**config.mk**
```make
export PLATFORM = sky130hd
export DESIGN_NAME = gzip_header_stripper
export DESIGN_NICKNAME = d
export VERILOG_FILES = /design/src/ghs_pkg.sv /design/src/gzip_header_stripper.sv
export VERILOG_INCLUDE_DIRS = /design/src /design/src/src
export SDC_FILE = /design/constraint.sdc
export NUM_CORES = 1
export LEC_CHECK = 0
export BUFFER_PORTS_ARGS = -buffer_cell sky130_fd_sc_hd__buf_2
export CAP_MARGIN = 0
export CORE_UTILIZATION = 45
export DETAILED_ROUTE_END_ITERATION = 12
export GPL_TIMING_DRIVEN = 0
export PLACE_DENSITY = 0.65
export SYNTH_ARGS = -nofsm -noshare
export SYNTH_HDL_FRONTEND = slang
export SYNTH_SLANG_ARGS = --single-unit
export TNS_END_PERCENT = 100
```
**constraint.sdc**
```tcl
create_clock -name clk -period 6.9 [get_ports clk]
set_input_delay 2.07 -clock clk [delete_from_list [all_inputs] [get_ports clk]]
set_output_delay 2.07 -clock clk [all_outputs]
set_load 0.01 [all_outputs]
```
**src/gzip_header_stripper_macros.svh**
```systemverilog
// Assertion macros for the gzip header stripper.
// Used inside modules that have clk and rst in scope.
`ifndef GZIP_HEADER_STRIPPER_MACROS_SVH
`define GZIP_HEADER_STRIPPER_MACROS_SVH

// Same-cycle implication, off during reset.
`define GHS_ASSERT_NOW(label, ante, cons, msg) \
  label: assert property (@(posedge clk) disable iff (rst) (ante) |-> (cons)) \
    else $error(msg);

// Next-cycle implication, off during reset.
`define GHS_ASSERT_NEXT(label, ante, cons, msg) \
  label: assert property (@(posedge clk) disable iff (rst) (ante) |=> (cons)) \
    else $error(msg);

`endif

```
**src/ghs_pkg.sv**
```systemverilog
// Types, codes and constants for the gzip header stripper.
// No dependencies.
package ghs_pkg;

  localparam int unsigned LENGTH_WIDTH_DEFAULT = 32;
  localparam int unsigned CFG_WIDTH = 32;

  localparam int unsigned MIN_MEMBER   = 18;
  localparam int unsigned FOOTER_BYTES = 8;
  localparam int unsigned FLG_POS      = 3;
  localparam int unsigned LAST_FIXED   = 9;

  localparam logic [7:0] ID1_BYTE    = 8'h1f;
  localparam logic [7:0] ID2_BYTE    = 8'h8b;
  localparam logic [7:0] CM_DEFLATE  = 8'h08;
  localparam logic [7:0] FL_HCRC     = 8'h02;
  localparam logic [7:0] FL_EXTRA    = 8'h04;
  localparam logic [7:0] FL_NAME     = 8'h08;
  localparam logic [7:0] FL_COMMENT  = 8'h10;
  localparam logic [7:0] FL_RESERVED = 8'he0;

  typedef enum logic [3:0] {
    PH_FIXED   = 4'd0,
    PH_XLEN_LO = 4'd1,
    PH_XLEN_HI = 4'd2,
    PH_XDATA   = 4'd3,
    PH_NAME    = 4'd4,
    PH_COMMENT = 4'd5,
    PH_HCRC_LO = 4'd6,
    PH_HCRC_HI = 4'd7,
    PH_PAYLOAD = 4'd8
  } phase_t;

  typedef enum logic [1:0] {
    CLS_HEADER  = 2'd0,
    CLS_PAYLOAD = 2'd1,
    CLS_FOOTER  = 2'd2,
    CLS_ERROR   = 2'd3
  } class_t;

  typedef enum logic [2:0] {
    ERR_NONE      = 3'd0,
    ERR_SHORT     = 3'd1,
    ERR_BAD_ID    = 3'd2,
    ERR_BAD_CM    = 3'd3,
    ERR_RESERVED  = 3'd4,
    ERR_EXTRA_LEN = 3'd5,
    ERR_OVERRUN   = 3'd6
  } err_t;

  typedef struct packed {
    logic [7:0] data_byte;
    logic       first_byte;
  } in_word_t;

  typedef struct packed {
    logic [7:0] payload_byte;
    class_t     byte_class;
    err_t       error_code;
    logic       header_done;
  } out_word_t;

  // First enabled optional section at or after the candidate phase.
  function automatic phase_t section_from(input logic [7:0] flags, input phase_t cand);
    phase_t res;
    priority if (cand <= PH_XLEN_LO && (flags & FL_EXTRA) != 8'h00) res = PH_XLEN_LO;
    else if (cand <= PH_NAME && (flags & FL_NAME) != 8'h00) res = PH_NAME;
    else if (cand <= PH_COMMENT && (flags & FL_COMMENT) != 8'h00) res = PH_COMMENT;
    else if (cand <= PH_HCRC_LO && (flags & FL_HCRC) != 8'h00) res = PH_HCRC_LO;
    else res = PH_PAYLOAD;
    return res;
  endfunction

endpackage

```
**src/gzip_header_stripper.sv**
```systemverilog
// A byte is parsed in one pass between the input register and the result register.
// Throughput: one byte per cycle while not stalled; parse state updates once per byte.
// Input stall follows output stall only when the result register is full and held.
// Reset (rst, synchronous, active high) clears the parse state, the length register
// and both valid flags; the first byte after reset parses as a fresh member.
`include "gzip_header_stripper_macros.svh"

module gzip_header_stripper #(
  parameter int unsigned LENGTH_WIDTH = ghs_pkg::LENGTH_WIDTH_DEFAULT
) (
  input  logic                           clk,
  input  logic                           rst,
  input  logic                           cfg_wr_en,
  input  logic [ghs_pkg::CFG_WIDTH-1:0]  cfg_wr_data,
  input  logic                           in_valid,
  output logic                           in_stall,
  input  ghs_pkg::in_word_t              in_data,
  output logic                           out_valid,
  input  logic                           out_stall,
  output ghs_pkg::out_word_t             out_data
);
  import ghs_pkg::*;

  localparam int unsigned LW = LENGTH_WIDTH;
  localparam logic [LW-1:0] POS_MAX = {LW{1'b1}};

  // pipeline control
  logic      adv;
  logic      s1_valid;
  in_word_t  s1_data;
  logic      proc;

  // parse state
  logic [LW-1:0] total_len;
  logic [LW-1:0] position;
  phase_t        phase;
  logic [7:0]    flag_bits;
  logic [15:0]   extra_remaining;
  logic [7:0]    extra_low_latch;
  err_t          sticky_error;

  // effective state after a possible restart
  logic [LW-1:0] pos;
  phase_t        eff_phase;
  logic [7:0]    eff_flags;
  logic [15:0]   eff_rem;
  logic [7:0]    eff_low;
  err_t          eff_sticky;

  logic [LW-1:0] fstart;
  logic [LW-1:0] room;
  logic [15:0]   xlen;
  logic [15:0]   rem_dec;
  logic [7:0]    b;

  logic [LW-1:0] position_next;
  phase_t        phase_next;
  phase_t        nxt;
  logic [7:0]    flag_bits_next;
  logic [15:0]   extra_remaining_next;
  logic [7:0]    extra_low_latch_next;
  err_t          sticky_error_next;
  err_t          err;
  class_t        cls;
  logic          done;
  out_word_t     res;

  assign adv      = !out_valid || !out_stall;
  assign in_stall = !adv;
  assign proc     = s1_valid && adv;

  assign b          = s1_data.data_byte;
  assign pos        = s1_data.first_byte ? '0 : position;
  assign eff_phase  = s1_data.first_byte ? PH_FIXED : phase;
  assign eff_flags  = s1_data.first_byte ? 8'h00 : flag_bits;
  assign eff_rem    = s1_data.first_byte ? 16'h0000 : extra_remaining;
  assign eff_low    = s1_data.first_byte ? 8'h00 : extra_low_latch;
  assign eff_sticky = s1_data.first_byte ? ERR_NONE : sticky_error;

  assign fstart  = (total_len < LW'(FOOTER_BYTES)) ? '0 : total_len - LW'(FOOTER_BYTES);
  // bytes left before the footer after this one; valid only while pos < fstart
  assign room    = fstart - pos - LW'(1);
  assign xlen    = {b, eff_low};
  assign rem_dec = eff_rem - 16'd1;
  assign position_next = (pos == POS_MAX) ? pos : pos + LW'(1);

  always_comb begin
    phase_next           = eff_phase;
    nxt                  = eff_phase;
    flag_bits_next       = eff_flags;
    extra_remaining_next = eff_rem;
    extra_low_latch_next = eff_low;
    err                  = ERR_NONE;
    cls                  = CLS_HEADER;
    done                 = 1'b0;
    if (eff_sticky == ERR_NONE) begin
      priority if (eff_phase == PH_PAYLOAD) begin
        cls = (pos < fstart) ? CLS_PAYLOAD : CLS_FOOTER;
      end else if (eff_phase == PH_FIXED && pos == '0 && total_len < LW'(MIN_MEMBER)) begin
        err = ERR_SHORT;
      end else if (pos >= fstart) begin
        err = ERR_OVERRUN;
      end else begin
        unique case (eff_phase)
          PH_FIXED: begin
            priority if (pos == LW'(0) && b != ID1_BYTE) err = ERR_BAD_ID;
            else if (pos == LW'(1) && b != ID2_BYTE) err = ERR_BAD_ID;
            else if (pos == LW'(2) && b != CM_DEFLATE) err = ERR_BAD_CM;
            else if (pos == LW'(FLG_POS)) begin
              flag_bits_next = b;
              if ((b & FL_RESERVED) != 8'h00) err = ERR_RESERVED;
            end else begin
              err = ERR_NONE;
            end
            if (pos >= LW'(LAST_FIXED)) nxt = section_from(flag_bits_next, PH_XLEN_LO);
          end
          PH_XLEN_LO: begin
            extra_low_latch_next = b;
            nxt = PH_XLEN_HI;
          end
          PH_XLEN_HI: begin
            priority if (room < LW'(xlen)) err = ERR_EXTRA_LEN;
            else if (xlen == 16'h0000) nxt = section_from(eff_flags, PH_NAME);
            else begin
              extra_remaining_next = xlen;
              nxt = PH_XDATA;
            end
          end
          PH_XDATA: begin
            extra_remaining_next = rem_dec;
            if (rem_dec == 16'h0000) nxt = section_from(eff_flags, PH_NAME);
          end
          PH_NAME: begin
            if (b == 8'h00) nxt = section_from(eff_flags, PH_COMMENT);
          end
          PH_COMMENT: begin
            if (b == 8'h00) nxt = section_from(eff_flags, PH_HCRC_LO);
          end
          PH_HCRC_LO: begin
            nxt = PH_HCRC_HI;
          end
          default: begin
            nxt = PH_PAYLOAD;
          end
        endcase
        if (err == ERR_NONE) begin
          phase_next = nxt;
          done = (nxt == PH_PAYLOAD);
        end
      end
    end
    sticky_error_next = (err != ERR_NONE) ? err : eff_sticky;
    // hold the sticky code on every byte until the next restart
    if (sticky_error_next != ERR_NONE) begin
      cls  = CLS_ERROR;
      err  = sticky_error_next;
      done = 1'b0;
    end
    res.payload_byte = (cls == CLS_PAYLOAD) ? b : 8'h00;
    res.byte_class   = cls;
    res.error_code   = err;
    res.header_done  = done;
  end

  // input register
  always_ff @(posedge clk) begin
    if (rst) begin
      s1_valid <= 1'b0;
    end else if (adv) begin
      s1_valid <= in_valid;
    end
    if (adv && in_valid) begin
      s1_data <= in_data;
    end
  end

  // result register
  always_ff @(posedge clk) begin
    if (rst) begin
      out_valid <= 1'b0;
    end else if (adv) begin
      out_valid <= s1_valid;
    end
    if (proc) begin
      out_data <= res;
    end
  end

  // length register and parse state
  always_ff @(posedge clk) begin
    if (rst) begin
      total_len       <= '0;
      position        <= '0;
      phase           <= PH_FIXED;
      flag_bits       <= 8'h00;
      extra_remaining <= 16'h0000;
      extra_low_latch <= 8'h00;
      sticky_error    <= ERR_NONE;
    end else begin
      if (cfg_wr_en) begin
        total_len <= LW'(cfg_wr_data);
      end
      if (proc) begin
        position        <= position_next;
        phase           <= phase_next;
        flag_bits       <= flag_bits_next;
        extra_remaining <= extra_remaining_next;
        extra_low_latch <= extra_low_latch_next;
        sticky_error    <= sticky_error_next;
      end
    end
  end

  `GHS_ASSERT_NOW(a_err_only_on_error, out_valid && out_data.byte_class != CLS_ERROR, out_data.error_code == ERR_NONE, "error code outside error class")
  `GHS_ASSERT_NOW(a_done_is_header, out_valid && out_data.header_done, out_data.byte_class == CLS_HEADER, "header_done on non-header word")
  `GHS_ASSERT_NEXT(a_s1_held, s1_valid && !adv, s1_valid, "held word dropped from input register")
  `GHS_ASSERT_NEXT(a_err_sticks, proc && sticky_error_next != ERR_NONE && !(in_valid && !in_stall && in_data.first_byte), sticky_error != ERR_NONE, "sticky error cleared without restart")

endmodule
```
==> flow_summary_export.csv, run 1 <==
group,metric,value,unit
status,status,"finished clean",
hold_path,hold_class,"reg2reg",
setup_path,critPathKind,"reg2reg",
power_and_ir_drop,pwr-share-seq,30.5,%
floorplan,dieArea,25200,um2
clock_network,cts_buffer_depth,2,
power_and_ir_drop,p_sw,0.928,mW
global_routing,antenna_found_initial,0,
finish,insertedDiodeCount,0,
setup_path,r2r_end,"out_data[4]$_DFFE_PP_",
drt,drt_iter0_drc,1049,
logic_synthesis,synth_compound_area_share,19.5,%
floorplan,fp.dieW,159,um
drt,vias_per_cell,6.01,
placement,port_buffers,60,
logic_synthesis,synth_top_family_by_area,"simple AND/OR/NAND/NOR gates",
global_routing,grt_pass1_vias,10600,
logic_synthesis,synth_seq_cells,124,
finish,fill_cells,2293,
finish,area_growth,13.1,%
clock_network,tritoncts,"yes",
logic_synthesis,syn_avg_cell_area,7.46,um2
sta,slew_viol_final,0,
setup_path,rrSetupSlack,230,ps
job,cap_violations,0,
sta,period_share,96.7,%
logic_synthesis,synth-xor-area-share,6.18,%
hold_path,hold_start,"s1_valid$_SDFFE_PP0N_",
setup_path,r2r-start,"s1_data[0]$_DFFE_PP_",
power_and_ir_drop,p_sw_share,36.0,%
logic_synthesis,synthSimpleGateAreaFrac,28.4,%
logic_synthesis,synth.top_cell.area_share,18.3,%
setup_path,worstSetupStartpointType,"flop",
finish,final_util,52.6,%
logic_synthesis,synth_cell_types,88,
clock_network,cts_made_buffers,17,
sta,whs,475,ps
drt,dr.pass1.iters,6,
global_routing,grt_start_max_net_pins,28,
power_and_ir_drop,p_per_area,206,nW/um2
sta,tns,0,ps
logic_synthesis,synth.most_common_cell,"nand2_1",
power_and_ir_drop,leakage,5.28,nW
floorplan,die_h,159,um
setup_path,cp_data_required_time,7070,ps
drt,antenna_left,0,
drt,drc,0,
logic_synthesis,ys.flop_type,"dfxtp_1",
placement,place.gp.congestion,0.981,
global_routing,grtUsageTotal,31.0,%
power_and_ir_drop,pwr-share-comb,32.4,%
sta,clock.fmax,150,MHz
clock_network,cts_hold_buffers,0,
placement,hpwl,29800,um
setup_path,reg2reg_depth,14,
logic_synthesis,async_flop_share,0,%
floorplan,num_rows,56,
drt,wl_per_cell,20.0,um
sta,setup_ws,227,ps
setup_path,crit_path_max_fanout,10,
sta,setup_viol,0,
logic_synthesis,yosysSeqAreaShare,24.6,%
logic_synthesis,ys_warn_count,0,
finish,layout-drive-gt1-share,11.8,%
logic_synthesis,synth_edf_count,23,
logic_synthesis,synth_nets,1612,
logic_synthesis,netlist_instances,1479,
drt,vias,11400,
setup_path,end_kind,"flop",
sta,fin_skew,12.7,ps
logic_synthesis,synthMuxAreaShare,4.57,%
logic_synthesis,synthTopCellsByCount,"185 x nand2_1, 163 x nor2_1, 101 x dfxtp_1, 99 x inv_1, 90 x a21oi_1",
setup_path,arrival,6840,ps
setup_path,cp-endpoint,"out_data[4]$_DFFE_PP_",
placement,place_worst_setup_slack,-1660,ps
sta,max-slew-margin-rel,24.1,%
power_and_ir_drop,power.total,2.57,mW
logic_synthesis,synth_area_leaders,"dfxtp_1 18%, ha_1 9.7%, nand2_1 6.3%, edfxtp_1 6.3%, nor2_1 5.5%",
sta,period_needed,6670,ps
power_and_ir_drop,intPower,1.65,mW
setup_path,crit_path_start,"s1_data[0]$_DFFE_PP_",
finish,nets,1692,
global_routing,grt_overflow,0,
clock_network,path_clk_slew,60,ps
clock_network,cts-root-buf,"clkbuf_16",
power_and_ir_drop,p_clk_share,37.1,%
power_and_ir_drop,peakVddDrop,0.161,mV
clock_network,clkSinkCount,124,
logic_synthesis,synthAdderAreaFrac,9.93,%
clock_network,insertion_delay,430,ps
sta,tightest_slew,1130,ps
logic_synthesis,netlist_area,11000,um2
sta,hold_violations,0,
clock_network,cts_max_level,4,
global_routing,grt_pass1_wl,58900,um
drt,drt-total-wl,37800,um
floorplan,initial_utilization,46.5,%
floorplan,ios,62,
logic_synthesis,yosys.area.top_type,"dfxtp_1",
floorplan,coreArea,23800,um2
[routing by layer]
metal | up-vias | global-route usage [%] | part of all wire, %
met5 | - | 0 | 0
met4 | 0 | 15.4 | 4.6
met3 | 103 | 3.76 | 6.8
met2 | 521 | 51.7 | 46
met1 | 5324 | 39.3 | 42
li1 | 5425 | - | -
[per-stage QoR]
stage | instances | cell area (um2)
floorplan | 1479 | 11000
global placement | 1858 | 11700
detailed placement | 1858 | 11700
CTS | 1891 | 12400
global route | 1891 | 12500
finish | 1891 | 12500
[kinds of logic after synthesis]
group | after synthesis
AO/OA/AOI/OAI | 325
XOR/XNOR | 77
adder cells (fa/ha/maj) | 87
buffers and inverters | 177
flip-flops | 124
multiplexers | 49
AND/OR/NAND/NOR | 640
[final cells by class]
class / count / area, um2 / share of cell area (%)
timing repair buffer: 68 / 380 / 3.05
buffer: 70 / 359 / 2.88
sequential: 124 / 2710 / 21.7
multi-input combinational: 1178 / 7650 / 61.3
tap: 319 / 399 / 3.20
clock buffer: 21 / 472 / 3.78
inverter: 100 / 380 / 3.05
clock inverter: 11 / 130 / 1.04
[cell usage in the layout, fill, tap and decap left out, drive strengths merged, types with 28 or more instances in the layout]
cell type,count
a21oi,90
buf,92
clkbuf,67
dfxtp,101
ha,86
inv,104
mux2i,44
nand2,186
nand3,37
nor2,163
nor3,50
nor4,44
o21ai,77
xnor2,49
xor2,28
[worst min path at each step]
stage	cells after the start	slack, ps	to
4_1_cts	2	480	sticky_error[1]$_SDFFE_PP0P_
3_3_place_gp	2	460	s1_valid$_SDFFE_PP0N_
5_1_grt	2	520	sticky_error[1]$_SDFFE_PP0P_
3_5_place_dp	2	470	sticky_error[1]$_SDFFE_PP0P_
2_1_floorplan	2	450	sticky_error[1]$_SDFFE_PP0P_
6_report	2	470	s1_valid$_SDFFE_PP0N_
[worst max-delay path, stage by stage, from the launching register on]
cell,delay (ps)
edfxtp_1,430
clkbuf_2,400
clkbuf_2,410
clkbuf_1,530
clkbuf_1,590
buf_4,320
clkbuf_1,570
nor2b_1,160
ha_1,400
and2_1,220
a221oi_2,510
o21ai_0,460
or3_1,530
a2111o_1,530
or2_2,320
[sequential cells by signal (all words and copies together) (netlist names), 3 cells and up]
name	count
b	8
extra_low_latch	8
extra_remaining	16
flag_bits	4
out_data	14
phase	4
position	32
sticky_error	3
total_len	32
[power by group through the flow]
stage	combinational, mW	sequential, mW	clock [mW]
2_1_floorplan	0.594	0.795	0
3_3_place_gp	0.795	0.800	0
5_1_grt	0.921	0.788	0.987
3_5_place_dp	0.806	0.801	0
4_1_cts	0.811	0.785	0.956
6_report	0.834	0.786	0.954
[repair_timing]
action,in CTS,in global routing
pin swaps,3,2
gates resized for setup,8,20
endpoints found under the hold margin,0,0
buffers inserted,4,3
endpoints found under the setup margin,35,35
Power figures use the tool's default switching activity.
==> inputs of run 2 (changes only) <==
--- a/config.mk
+++ b/config.mk
@@ -8,10 +8,11 @@
 export LEC_CHECK = 0
 export BUFFER_PORTS_ARGS = -buffer_cell sky130_fd_sc_hd__buf_2
 export CAP_MARGIN = 0
-export CORE_UTILIZATION = 45
+export CORE_UTILIZATION = 49
 export DETAILED_ROUTE_END_ITERATION = 12
 export GPL_TIMING_DRIVEN = 0
-export PLACE_DENSITY = 0.65
+export PLACE_DENSITY = 0.69
+export SKIP_LAST_GASP = 1
 export SYNTH_ARGS = -nofsm -noshare
 export SYNTH_HDL_FRONTEND = slang
 export SYNTH_SLANG_ARGS = --single-unit
==> constraint.sdc (replaced) <==
create_clock -name clk -period 6.9 [get_ports clk]
set_input_delay 2.07 -clock clk [delete_from_list [all_inputs] [get_ports clk]]
set_output_delay 2.07 -clock clk [all_outputs]
set_load 0.005 [all_outputs]
==> flow_summary_export.csv, run 2 (same netlist as run 1, synthesis figures left out) <==
group,metric,value,unit
clock_network,cts-root-buf,"clkbuf_16",
setup_path,r2r_end,"out_data[5]$_DFFE_PP_",
placement,hpwl,29000,um
drt,vias,11300,
clock_network,cts_max_level,4,
floorplan,fp.dieW,152,um
floorplan,dieArea,23100,um2
global_routing,antenna_found_initial,0,
clock_network,tritoncts,"yes",
placement,place_inst,1819,
hold_path,hold_depth,2,
drt,drt-total-wl,37200,um
drt,antenna_left,0,
finish,fin_area,12400,um2
power_and_ir_drop,leakage,5.27,nW
power_and_ir_drop,pwr-share-comb,32.0,%
drt,wl_per_cell,20.1,um
global_routing,grt_start_max_net_pins,28,
power_and_ir_drop,p_sw,0.898,mW
global_routing,grtUsageMet2,53.7,%
drt,dr.pass1.iters,11,
sta,clock.fmax,149,MHz
finish,insertedDiodeCount,0,
sta,hold_violations,0,
setup_path,rrSetupSlack,180,ps
floorplan,ios,62,
setup_path,cp_data_required_time,7190,ps
clock_network,path_clk_slew,70,ps
global_routing,grtUsageTotal,32.2,%
power_and_ir_drop,peakVddDrop,0.208,mV
finish,stdcell_count,1851,
floorplan,die_h,152,um
sta,period_needed,6720,ps
finish,fill_cells,2052,
drt,vias_per_cell,6.13,
clock_network,cts_hold_buffers,0,
global_routing,grt_overflow,0,
sta,period_share,97.4,%
job,cap_violations,0,
global_routing,grt_pass1_wl,58100,um
sta,tightest_slew,1470,ps
drt,drc,4,
floorplan,num_rows,54,
clock_network,cts_buffer_depth,2,
sta,tns,0,ps
power_and_ir_drop,p_sw_share,34.7,%
global_routing,met3_usage,5.48,%
setup_path,arrival,7010,ps
drt,drt_iter0_drc,997,
global_routing,grt.met1_usage,39.8,%
clock_network,insertion_delay,440,ps
finish,nets,1691,
finish,layout-drive-gt1-share,11.6,%
setup_path,critPathKind,"reg2reg",
finish,final_common_cell,"nand2_1",
status,status,"complete, but fails checks",
setup_path,end_kind,"flop",
power_and_ir_drop,p_per_area,208,nW/um2
placement,place.gp.congestion,0.978,
hold_path,hold_start,"s1_valid$_SDFFE_PP0N_",
power_and_ir_drop,pwr-share-seq,30.4,%
hold_path,hold-path-endpoint,"s1_valid$_SDFFE_PP0N_",
clock_network,clkSinkCount,124,
finish,mostFrequentLayoutCells,"185 x nand2_1, 162 x nor2_1, 101 x dfxtp_1",
placement,port_buffers,60,
sta,rsz0062_at_grt,"no",
sta,whs,477,ps
power_and_ir_drop,p_clk_share,37.6,%
hold_path,hold_class,"reg2reg",
setup_path,reg2reg_depth,22,
floorplan,coreArea,22000,um2
sta,fin_skew,14.6,ps
floorplan,initial_utilization,50.3,%
sta,max-slew-margin-rel,1.92,%
status,violations,"DRC",
power_and_ir_drop,intPower,1.69,mW
finish,reg.largest.list,"position x32, total_len x32, extra_remaining x16",
clock_network,cts_made_buffers,17,
placement,place_area,11700,um2
global_routing,grt_pass1_vias,10600,
global_routing,grt_busiest_layer,"met2",
sta,setup_viol,0,
sta,slew_viol_final,0,
setup_path,r2r-start,"s1_data[0]$_DFFE_PP_",
setup_path,worstSetupStartpointType,"flop",
finish,area_growth,12.6,%
setup_path,crit_path_max_fanout,27,
[run 2: cell types whose count changed in the layout (fill, tap and decap cells not counted), moves of 2 or more]
cell,previous run,this run
clkinv_4,4,0
clkinv_2,1,4
a21oi_1,88,86
a21oi_2,2,4
bufinv_16,2,4
inv_6,3,1
[run 2: layout make-up]
type                    instances  area (um2)  area share, %
multi-input cells            1178        7650           61.5
flip-flops and latches        124        2710           21.8
clock buffers                  21         450           3.62
inverters                     100         377           3.03
plain buffers                  71         369           2.97
repair buffers                 66         358           2.88
well taps                     280         350           2.82
clock inverters                11         164           1.32
[run 2: worst max path at each step]
stage                                           from                                to  depth (start not counted)
final                           s1_data[0]$_DFFE_PP_             out_data[5]$_DFFE_PP_                         22
after global routing            s1_data[0]$_DFFE_PP_  extra_remaining[11]$_SDFFE_PP0P_                         21
after CTS                 total_len[20]$_SDFFE_PP0P_             phase[0]$_SDFFE_PP0P_                         23
after detailed placement        s1_data[0]$_DFFE_PP_             phase[0]$_SDFFE_PP0P_                         25
after global placement          s1_data[0]$_DFFE_PP_             phase[2]$_SDFFE_PP0P_                         25
after floorplan           total_len[12]$_SDFFE_PP0P_  extra_remaining[11]$_SDFFE_PP0P_                         25
[run 2: worst max-delay path, stage by stage (launching register included)]
cell             delay (ps)
edfxtp_1                440
clkbuf_2                300
clkinv_2                430
clkdlybuf4s15_1         800
nand2_1                 250
ha_1                    360
buf_6                   130
a21oi_1                  80
o21ai_0                 610
nor2_1                  130
xnor2_1                 160
ha_1                    280
nor2b_1                 130
o21ai_0                 180
o221ai_1                150
nor4_1                  340
o211ai_1                160
or4b_4                  560
nor4_4                  220
buf_4                   180
o22a_1                  260
a2111o_1                240
a31o_2                  160
[run 2: power by group through the flow]
| stage | Combinational [mW] | Sequential (mW) | Clock [mW] |
|---|---|---|---|
| after global placement | 0.789 | 0.800 | 0 |
| after floorplan | 0.594 | 0.793 | 0 |
| final | 0.828 | 0.786 | 0.974 |
| after CTS | 0.804 | 0.785 | 0.976 |
| after detailed placement | 0.798 | 0.800 | 0 |
| after global routing | 0.912 | 0.789 | 1.01 |
[run 2: what timing repair did]
action,CTS,global route
buffers inserted,1,5
resized for setup,9,18
pin swaps,1,4
setup endpoints to repair,35,35
[run 2: metrics by stage]
step / power [mW] / util, % / worst slack [ps]
final: 2.59 / 56.6 / 178
after CTS: 2.56 / 56.2 / -6.32
after global placement: 1.59 / 53.2 / -1680
after floorplan: 1.39 / - / 1040
after global routing: 2.71 / 56.6 / 12.9
after detailed placement: 1.60 / 53.2 / -1660
[run 2: metal layers]
layer | wire [um] | vias to the layer above
li1 | - | 5416
met1 | 15300 | 5244
met2 | 17300 | 576
met3 | 2940 | 112
met4 | 1680 | 0
met5 | 0 | -
